===== config.mk =====
export PLATFORM = sky130hd
export DESIGN_NAME = three_wire_spi_register_master_core
export DESIGN_NICKNAME = d
export VERILOG_FILES = /design/src/design/twspi_pkg.sv /design/src/design/twspi_frame.sv /design/src/design/three_wire_spi_register_master_core.sv
export SDC_FILE = /design/constraint.sdc
export NUM_CORES = 1
export LEC_CHECK = 0
export ABC_AREA = 1
export BUFFER_PORTS_ARGS = -buffer_cell sky130_fd_sc_hd__buf_2
export CORE_ASPECT_RATIO = 2
export CORE_MARGIN = 5
export CORE_UTILIZATION = 45
export DETAILED_ROUTE_END_ITERATION = 8
export GPL_ROUTABILITY_DRIVEN = 0
export PLACE_DENSITY = 0.7
export SLEW_MARGIN = 20
export SYNTH_ARGS = -nofsm -noshare
export SYNTH_HDL_FRONTEND = slang
export SYNTH_HIERARCHICAL = 1
export SYNTH_SLANG_ARGS = --single-unit

===== constraint.sdc =====
create_clock -name aclk -period 7.4 [get_ports aclk]
set_clock_uncertainty 0.15 [all_clocks]
set_input_delay 1.11 -clock aclk [delete_from_list [all_inputs] [get_ports aclk]]
set_output_delay 1.11 -clock aclk [all_outputs]
set_load 0.02 [all_outputs]

===== src/design/twspi_pkg.sv =====
// Shared types and constants for the three-wire SPI register master.
package twspi_pkg;

    localparam int NUM_CONVERTERS_DEF = 4;

    localparam int IN_DATA_W  = 24;
    localparam int IN_USER_W  = 2;
    localparam int OUT_DATA_W = 24;

    localparam logic [3:0] PIN_IDLE     = 4'h9;
    localparam logic [3:0] PIN_SEL_LOW  = 4'h1;
    localparam logic [3:0] PIN_CLK      = 4'h4;
    localparam logic [3:0] PIN_RELEASED = 4'h0;
    localparam logic [5:0] FRAME_LAST   = 6'd49;
    localparam logic [3:0] ADDR_SLOTS   = 4'd8;
    localparam logic [1:0] SUB_LAST     = 2'd2;
    localparam logic [1:0] SUB_RISE     = 2'd1;

    typedef enum logic [1:0] {
        FUNC_TICK  = 2'd0,
        FUNC_WRITE = 2'd1,
        FUNC_READ  = 2'd2
    } func_t;

    typedef enum logic [1:0] {
        STATUS_OK       = 2'd0,
        STATUS_BAD_CHAN = 2'd1,
        STATUS_BUSY     = 2'd2
    } status_t;

    typedef struct packed {
        func_t      func;
        logic [3:0] channel;
        logic [6:0] addr;
        logic [7:0] wdata;
        logic       sdio_in;
    } item_t;

    typedef struct packed {
        logic [3:0] port_sel;
        logic [3:0] pin_word;
        logic       done_res;
        logic [7:0] read_data;
        logic       read_valid;
        status_t    status;
    } result_t;

    typedef struct packed {
        logic       busy;
        logic [5:0] phase;
        logic [1:0] sub;
        logic [3:0] slot;
    } frame_status_t;

endpackage


===== src/design/twspi_frame.sv =====
// Frame state registers and the per-request phase logic of the SPI master.
module twspi_frame #(
    parameter int NUM_CONVERTERS = twspi_pkg::NUM_CONVERTERS_DEF
) (
    input  logic                      aclk,
    input  logic                      aresetn,
    input  logic                      advance,
    input  twspi_pkg::item_t          item,
    output twspi_pkg::result_t        res,
    output twspi_pkg::frame_status_t  fstat
);
    import twspi_pkg::*;

    localparam logic [3:0] NUM_CONV = 4'(NUM_CONVERTERS);

    logic        busy_reg, busy_next;
    logic [5:0]  phase_reg, phase_next;
    logic [1:0]  sub_reg, sub_next;
    logic [3:0]  slot_reg, slot_next;
    logic        is_read_reg, is_read_next;
    logic [3:0]  chan_reg, chan_next;
    logic [15:0] out_shift_reg, out_shift_next;
    logic [7:0]  in_shift_reg, in_shift_next;
    logic [3:0]  held_reg, held_next;
    logic        out_bit;

    assign out_bit = out_shift_reg[4'd15 - slot_reg];

    always_comb begin
        busy_next      = busy_reg;
        phase_next     = phase_reg;
        sub_next       = sub_reg;
        slot_next      = slot_reg;
        is_read_next   = is_read_reg;
        chan_next      = chan_reg;
        out_shift_next = out_shift_reg;
        in_shift_next  = in_shift_reg;
        held_next      = held_reg;
        res.done_res   = 1'b0;
        res.read_valid = 1'b0;
        res.read_data  = 8'd0;
        res.status     = STATUS_OK;
        case (item.func)
            FUNC_WRITE, FUNC_READ: begin
                if (busy_reg) begin
                    res.status = STATUS_BUSY;
                end else if (item.channel == 4'd0 || item.channel > NUM_CONV) begin
                    res.status = STATUS_BAD_CHAN;
                end else begin
                    busy_next      = 1'b1;
                    phase_next     = 6'd0;
                    sub_next       = 2'd0;
                    slot_next      = 4'd0;
                    is_read_next   = (item.func == FUNC_READ);
                    chan_next      = item.channel;
                    out_shift_next = {(item.func == FUNC_READ), item.addr,
                                      (item.func == FUNC_READ) ? 8'd0 : item.wdata};
                    in_shift_next  = 8'd0;
                end
            end
            FUNC_TICK: begin
                if (busy_reg) begin
                    if (phase_reg == 6'd0) begin
                        held_next = PIN_SEL_LOW;
                    end else if (phase_reg >= FRAME_LAST) begin
                        held_next      = PIN_IDLE;
                        res.done_res   = 1'b1;
                        res.read_valid = is_read_reg;
                        res.read_data  = is_read_reg ? in_shift_reg : 8'd0;
                        busy_next      = 1'b0;
                    end else begin
                        if (is_read_reg && slot_reg >= ADDR_SLOTS) begin
                            if (sub_reg == SUB_RISE) begin
                                in_shift_next = {in_shift_reg[6:0], item.sdio_in};
                                held_next     = PIN_CLK;
                            end else begin
                                held_next = PIN_RELEASED;
                            end
                        end else begin
                            held_next = PIN_SEL_LOW | {2'b00, out_bit, 1'b0}
                                      | ((sub_reg == SUB_RISE) ? PIN_CLK : 4'h0);
                        end
                        if (sub_reg == SUB_LAST) begin
                            sub_next  = 2'd0;
                            slot_next = slot_reg + 4'd1;
                        end else begin
                            sub_next = sub_reg + 2'd1;
                        end
                    end
                    phase_next = busy_next ? phase_reg + 6'd1 : 6'd0;
                end
            end
            default: begin
            end
        endcase
        res.port_sel = (chan_next == 4'd0) ? 4'd0 : chan_next - 4'd1;
        res.pin_word = held_next;
    end

    always_ff @(posedge aclk) begin
        if (!aresetn) begin
            busy_reg      <= 1'b0;
            phase_reg     <= 6'd0;
            sub_reg       <= 2'd0;
            slot_reg      <= 4'd0;
            is_read_reg   <= 1'b0;
            chan_reg      <= 4'd0;
            out_shift_reg <= 16'd0;
            in_shift_reg  <= 8'd0;
            held_reg      <= PIN_IDLE;
        end else if (advance) begin
            busy_reg      <= busy_next;
            phase_reg     <= phase_next;
            sub_reg       <= sub_next;
            slot_reg      <= slot_next;
            is_read_reg   <= is_read_next;
            chan_reg      <= chan_next;
            out_shift_reg <= out_shift_next;
            in_shift_reg  <= in_shift_next;
            held_reg      <= held_next;
        end
    end

    assign fstat = '{busy: busy_reg, phase: phase_reg, sub: sub_reg, slot: slot_reg};

endmodule


===== src/design/three_wire_spi_register_master_core.sv =====
// Three-wire SPI register master: stream ports, input and result registers.
// Throughput: one request per cycle while the result port does not stall;
// the phase counter steps once per tick.
// Each request passes the input register, then the frame logic into the result register.
// Reset (aresetn low, synchronous): idle, no frame, pins held at the idle word 9.
// Both register stages come out of reset empty.
module three_wire_spi_register_master_core #(
    parameter int NUM_CONVERTERS = twspi_pkg::NUM_CONVERTERS_DEF
) (
    input  logic                              aclk,
    input  logic                              aresetn,
    input  logic                              s_axis_tvalid,
    output logic                              s_axis_tready,
    // channel[3:0], addr[10:4], wdata[18:11], sdio_in[19], zero fill
    input  logic [twspi_pkg::IN_DATA_W-1:0]   s_axis_tdata,
    // func[1:0]
    input  logic [twspi_pkg::IN_USER_W-1:0]   s_axis_tuser,
    output logic                              m_axis_tvalid,
    input  logic                              m_axis_tready,
    // port_sel[3:0], pin_word[7:4], read_data[15:8], read_valid[16],
    // status[18:17], zero fill
    output logic [twspi_pkg::OUT_DATA_W-1:0]  m_axis_tdata,
    // done_res
    output logic                              m_axis_tlast
);
    import twspi_pkg::*;

    logic          in_valid_reg;
    item_t         in_item_reg;
    logic          out_valid_reg;
    result_t       out_res_reg;
    logic          advance;
    result_t       res;
    frame_status_t fstat;

    assign advance       = in_valid_reg && (!out_valid_reg || m_axis_tready);
    assign s_axis_tready = !in_valid_reg || advance;

    always_ff @(posedge aclk) begin
        if (!aresetn) begin
            in_valid_reg <= 1'b0;
        end else if (s_axis_tvalid && s_axis_tready) begin
            in_valid_reg <= 1'b1;
        end else if (advance) begin
            in_valid_reg <= 1'b0;
        end
    end

    always_ff @(posedge aclk) begin
        if (s_axis_tvalid && s_axis_tready) begin
            in_item_reg <= '{func: func_t'(s_axis_tuser),
                             channel: s_axis_tdata[3:0],
                             addr: s_axis_tdata[10:4],
                             wdata: s_axis_tdata[18:11],
                             sdio_in: s_axis_tdata[19]};
        end
    end

    twspi_frame #(
        .NUM_CONVERTERS(NUM_CONVERTERS)
    ) u_frame (
        .aclk   (aclk),
        .aresetn(aresetn),
        .advance(advance),
        .item   (in_item_reg),
        .res    (res),
        .fstat  (fstat)
    );

    always_ff @(posedge aclk) begin
        if (!aresetn) begin
            out_valid_reg <= 1'b0;
        end else if (advance) begin
            out_valid_reg <= 1'b1;
        end else if (m_axis_tready) begin
            out_valid_reg <= 1'b0;
        end
    end

    always_ff @(posedge aclk) begin
        if (advance) begin
            out_res_reg <= res;
        end
    end

    assign m_axis_tvalid = out_valid_reg;
    assign m_axis_tlast  = out_res_reg.done_res;
    assign m_axis_tdata  = {5'd0, out_res_reg.status, out_res_reg.read_valid,
                            out_res_reg.read_data, out_res_reg.pin_word,
                            out_res_reg.port_sel};

`ifndef NO_ASSERTIONS
    a_idle_phase_zero: assert property (@(posedge aclk) disable iff (!aresetn)
        !fstat.busy |-> (fstat.phase == 6'd0))
        else $error("phase counter nonzero while idle");

    a_sub_range: assert property (@(posedge aclk) disable iff (!aresetn)
        fstat.sub != 2'd3)
        else $error("slot sub-phase out of range");

    a_read_on_done: assert property (@(posedge aclk) disable iff (!aresetn)
        (out_valid_reg && out_res_reg.read_valid) |->
            (out_res_reg.done_res && out_res_reg.pin_word == PIN_IDLE))
        else $error("read result outside closing phase");

    a_done_ends_frame: assert property (@(posedge aclk) disable iff (!aresetn)
        (advance && res.done_res) |=> !fstat.busy)
        else $error("frame still busy after done");
`endif

endmodule


Word level (Yosys, flattened, before mapping)
Cells that the tools add are included.

cells by class
  $add $sub $neg = 5
  magnitude comparators = 4
  eq/ne operators = 12
  muxes and demuxes = 55
  bitwise operators = 7
  reductions and logical operators = 26

operator list
  operator             count
  $mux 8               9
  $mux 4               14
  $mux 6               4
  $pmux 8 s2           1
  $mux 2               7
  $mux 1               13
  $pmux 6 s2           1
  $mux 10              1
  $reduce_and 9->1     1
  $logic_not 4->1      2
  $ne 2x1->1 const B   4
  $ne 2x2->1 const B   4
  $pmux 4 s2           1
  $reduce_and 8->1     1
  $reduce_and 7->1     1
  $add 6x1->6 const B  1
  $ge 6x6->1 const B   1
  $logic_not 6->1      1
  $not 1->1            6
  $reduce_bool 2->1    3
  $lt 4x5->1 const B   1
  $reduce_and 5->1     1
  $reduce_or 5->1      1
  $add 4x1->4 const B  1
  other kinds (21)     29

word-level totals
  register bits after elaboration = 90
  input port bits = 30
  output and inout port bits = 27

Logic depth before layout (Yosys ltp)
  word-level depth = 9
  depth in mapped cells = 14
  depth with buffers taken out = 13

Cells and area by module
The synthesis kept the hierarchy.

by module, submodules not included
  module                               instances  cells each  area an instance (µm²)  seq. area each (µm²)
  twspi_frame                          1          381         2502.4                  900.9
  three_wire_spi_register_master_core  1          61          1397.6                  1301.2

Worst setup path after synthesis
Ideal clock, no wire load.

  kind = input port to flip-flop
  from = input port m_axis_tready
  to = register u_frame.in_shift_reg[3]
  data arrival time = 3.487 ns
  data required time = 7.136 ns
  setup slack = 3.649 ns
  stages = 12
  buffers on the path = 1
  cells stage by stage = inv_1 -> a21oi_1 -> inv_2 -> nor2_4 -> o211ai_2 -> inv_2 -> nand2_2 -> nor2_4 -> nand2_2 -> buf_6 -> a21oi_1 -> nor2_1

between the ends
  longest elaborated chain between the ends = 3

RTL lines
  item                        line                                       source
  start, declared             three_wire_spi_register_master_core.sv:19  input logic m_axis_tready,
  $logic_or 1x1->1            three_wire_spi_register_master_core.sv:36  assign advance = in_valid_reg && (!out_valid_reg || m_axis_tready);
  $logic_and 1x1->1           three_wire_spi_register_master_core.sv:36
  named net advance           three_wire_spi_register_master_core.sv:32  logic advance;
  $reduce_and 9->1 (no line)  -
  end signal, assigned        twspi_frame.sv:119                         in_shift_reg <= in_shift_next;
  end, declared               twspi_frame.sv:23                          logic [7:0] in_shift_reg, in_shift_next;

The timed path passes the listed nets, and every way through them passes these cells.
A chain may end at the register's enable or synchronous reset.

Worst setup path in the final report
  from = input port m_axis_tready
  to = register u_frame.in_shift_reg[6]

The elaborated chain is that of the path after synthesis.

==> impl_metrics.json <==
{
  "cp-start-kind": "input pin",
  "final_cells": 593,
  "drt_first_iter_violations": 160,
  "multi_input_area_sq_um": 1330,
  "globalRoute.totalOverflow": 0,
  "crit_path_max_incr_delay_ps": 310,
  "grt_setup_unrepaired": "no",
  "cp.required_ps": 7520,
  "slowest_stage": "buf_4",
  "final_area_sq_um": 4440,
  "placedCellCount": 577,
  "cts_made_buffers": 9,
  "min_from": "u_frame/chan_reg[3]",
  "clkTransAtPathRegs_ps": 60,
  "die_w_um": 75.8,
  "n_antenna_cell": 0,
  "yosys_warnings": 6,
  "finalNetCount": 526,
  "pin_count": 57,
  "endpoint_kind": "register",
  "post_dp_cell_area_sq_um": 4170,
  "clockRootBuffer": "clkbuf_16",
  "critical_path_class": "in -> reg",
  "regArea_sq_um": 2200,
  "ctsHoldBuffers": 0,
  "grt_pass1_wl_um": 12000,
  "clock.fmax_ghz": 0.343,
  "grt_pass1_vias": 2791,
  "die-area_sq_um": 10700,
  "wl_per_cell_um": 11.8,
  "rrSetupSlack_ps": 4810,
  "irDropWorstVdd_mv": 0.172,
  "rr_worst_depth": 9,
  "htreeDepth": 3,
  "relSlewSlack_pct": 46.6,
  "dr.pass1.iters": 4,
  "finalHoldViolCount": 0,
  "max_cap_viol_count": 0,
  "fin_tns_setup_ps": 0,
  "core_region_area_sq_um": 8530,
  "hpwl_um": 5160,
  "grt_max_degree": 30,
  "hold_path_depth": 2,
  "syn-instance-count": 441,
  "clock-sinks": 89,
  "status": "finished clean",
  "dieHeight_um": 142,
  "timing.hold.ws_ps": 287,
  "netlist_area_sq_um": 3890,
  "clockBufferDepth": 2,
  "setup_viol": 0,
  "ctsResizeCount": 0,
  "n_fill_cell": 822,
  "start_util_pct": 45.6,
  "r2r-start": "in_item_reg[20]",
  "cts_tree": "built",
  "track_usage_pct": 14.4,
  "vias": 2847,
  "finalWorstPathRequiredPeriod_ps": 2920,
  "path_cells": "buf_2, inv_1, a21oi_2, buf_4, inv_2, nor2_4, o211ai_2, inv_2, nand2_2, nor2_4, nand2_2, nand2_1, nand2_1, nor2_1",
  "p_total_mw": 1.03,
  "drive_gt1_share_pct": 19.5,
  "worst_slew_pin_slew_ps": 800,
  "rows": 48,
  "via_per_inst": 4.80,
  "post-route-util_pct": 52.0,
  "p_per_area_nw_per_um2": 233,
  "largest_register_ff_count": 22,
  "clock_latency_ps": 330,
  "cp.arrival_ps": 3030,
  "drtAntennaViolNets": 0,
  "reg2reg_to": "u_frame/out_shift_reg[8]",
  "fin_crit_sh_pct": 39.4,
  "route.detailed.drc": 0,
  "postCtsSetupBuffers": 0,
  "drt_wl_total_um": 7000,
  "leakagePower_nw": 1.86,
  "slew_viol_final": 0,
  "min_to": "u_frame/chan_reg[3]",
  "hp-class": "reg -> reg",
  "worst_slack_ps": 4480,
  "synthToLayoutAreaGrowth_pct": 14.0,
  "cp_max_fo": 25,
  "pre_cts_ws_ps": 4130,
  "postSynthAreaPerCell_sq_um": 8.83,
  "port_buffers": 47,
  "grt_antenna_before_repair": 0
}
==> worst max-delay path by stage <==
stage / start / end / slack (ps) / depth (start not counted)
2_1_floorplan: m_axis_tready / u_frame/in_shift_reg[3] / 3650 / 12
3_3_place_gp: m_axis_tready / u_frame/in_shift_reg[6] / 4200 / 13
3_5_place_dp: m_axis_tready / u_frame/in_shift_reg[4] / 4130 / 13
4_1_cts: m_axis_tready / u_frame/in_shift_reg[6] / 4470 / 14
5_1_grt: m_axis_tready / u_frame/in_shift_reg[3] / 4250 / 14
6_report: m_axis_tready / u_frame/in_shift_reg[6] / 4480 / 14
==> final cells by class <==
type / instances / area share [%]
clock buffer: 10 / 5.16
clock inverter: 6 / 0.790
inverter: 72 / 6.09
multi-input combinational: 268 / 30.0
sequential: 89 / 49.6
tap: 100 / 2.82
timing repair buffer: 48 / 5.47
==> worst max-delay path: cells and delay by family <==
family          cells  cell delay [ps]
compound gates      2              220
simple gates        7             1050
buf+inv             5              660
==> cells in the final DEF (no fill, tap or decap), drive strengths merged <==
master,count
xor2,2
edfxtp,42
inv,71
conb,5
nor2,47
buf,48
a31oi,1
xnor2,2
nor3,1
nand2,94
ha,8
o21a,1
o21ai,27
clkinvlp,2
a21oi,38
o211ai,1
clkbuf,10
o22ai,1
clkinv,5
nand3,39
a211oi,1
dfxtp,47
==> metal layers <==
layer	share of wire [%]	vias to the layer above	global-route usage [%]	routed length [um]
li1	-	1492	-	-
met1	38	1299	14.5	2630
met2	57	47	26.3	3960
met3	3.8	9	3.40	268
met4	2.1	0	6.45	146
met5	0	-	0	0
==> where the power goes <==
group / switching, mW / internal (mW) / leakage, nW
Clock: 0.173 / 0.225 / 0.128
Sequential: 0.00962 / 0.538 / 0.785
Combinational: 0.0601 / 0.0279 / 0.944
(Power assumes the default switching activity.)
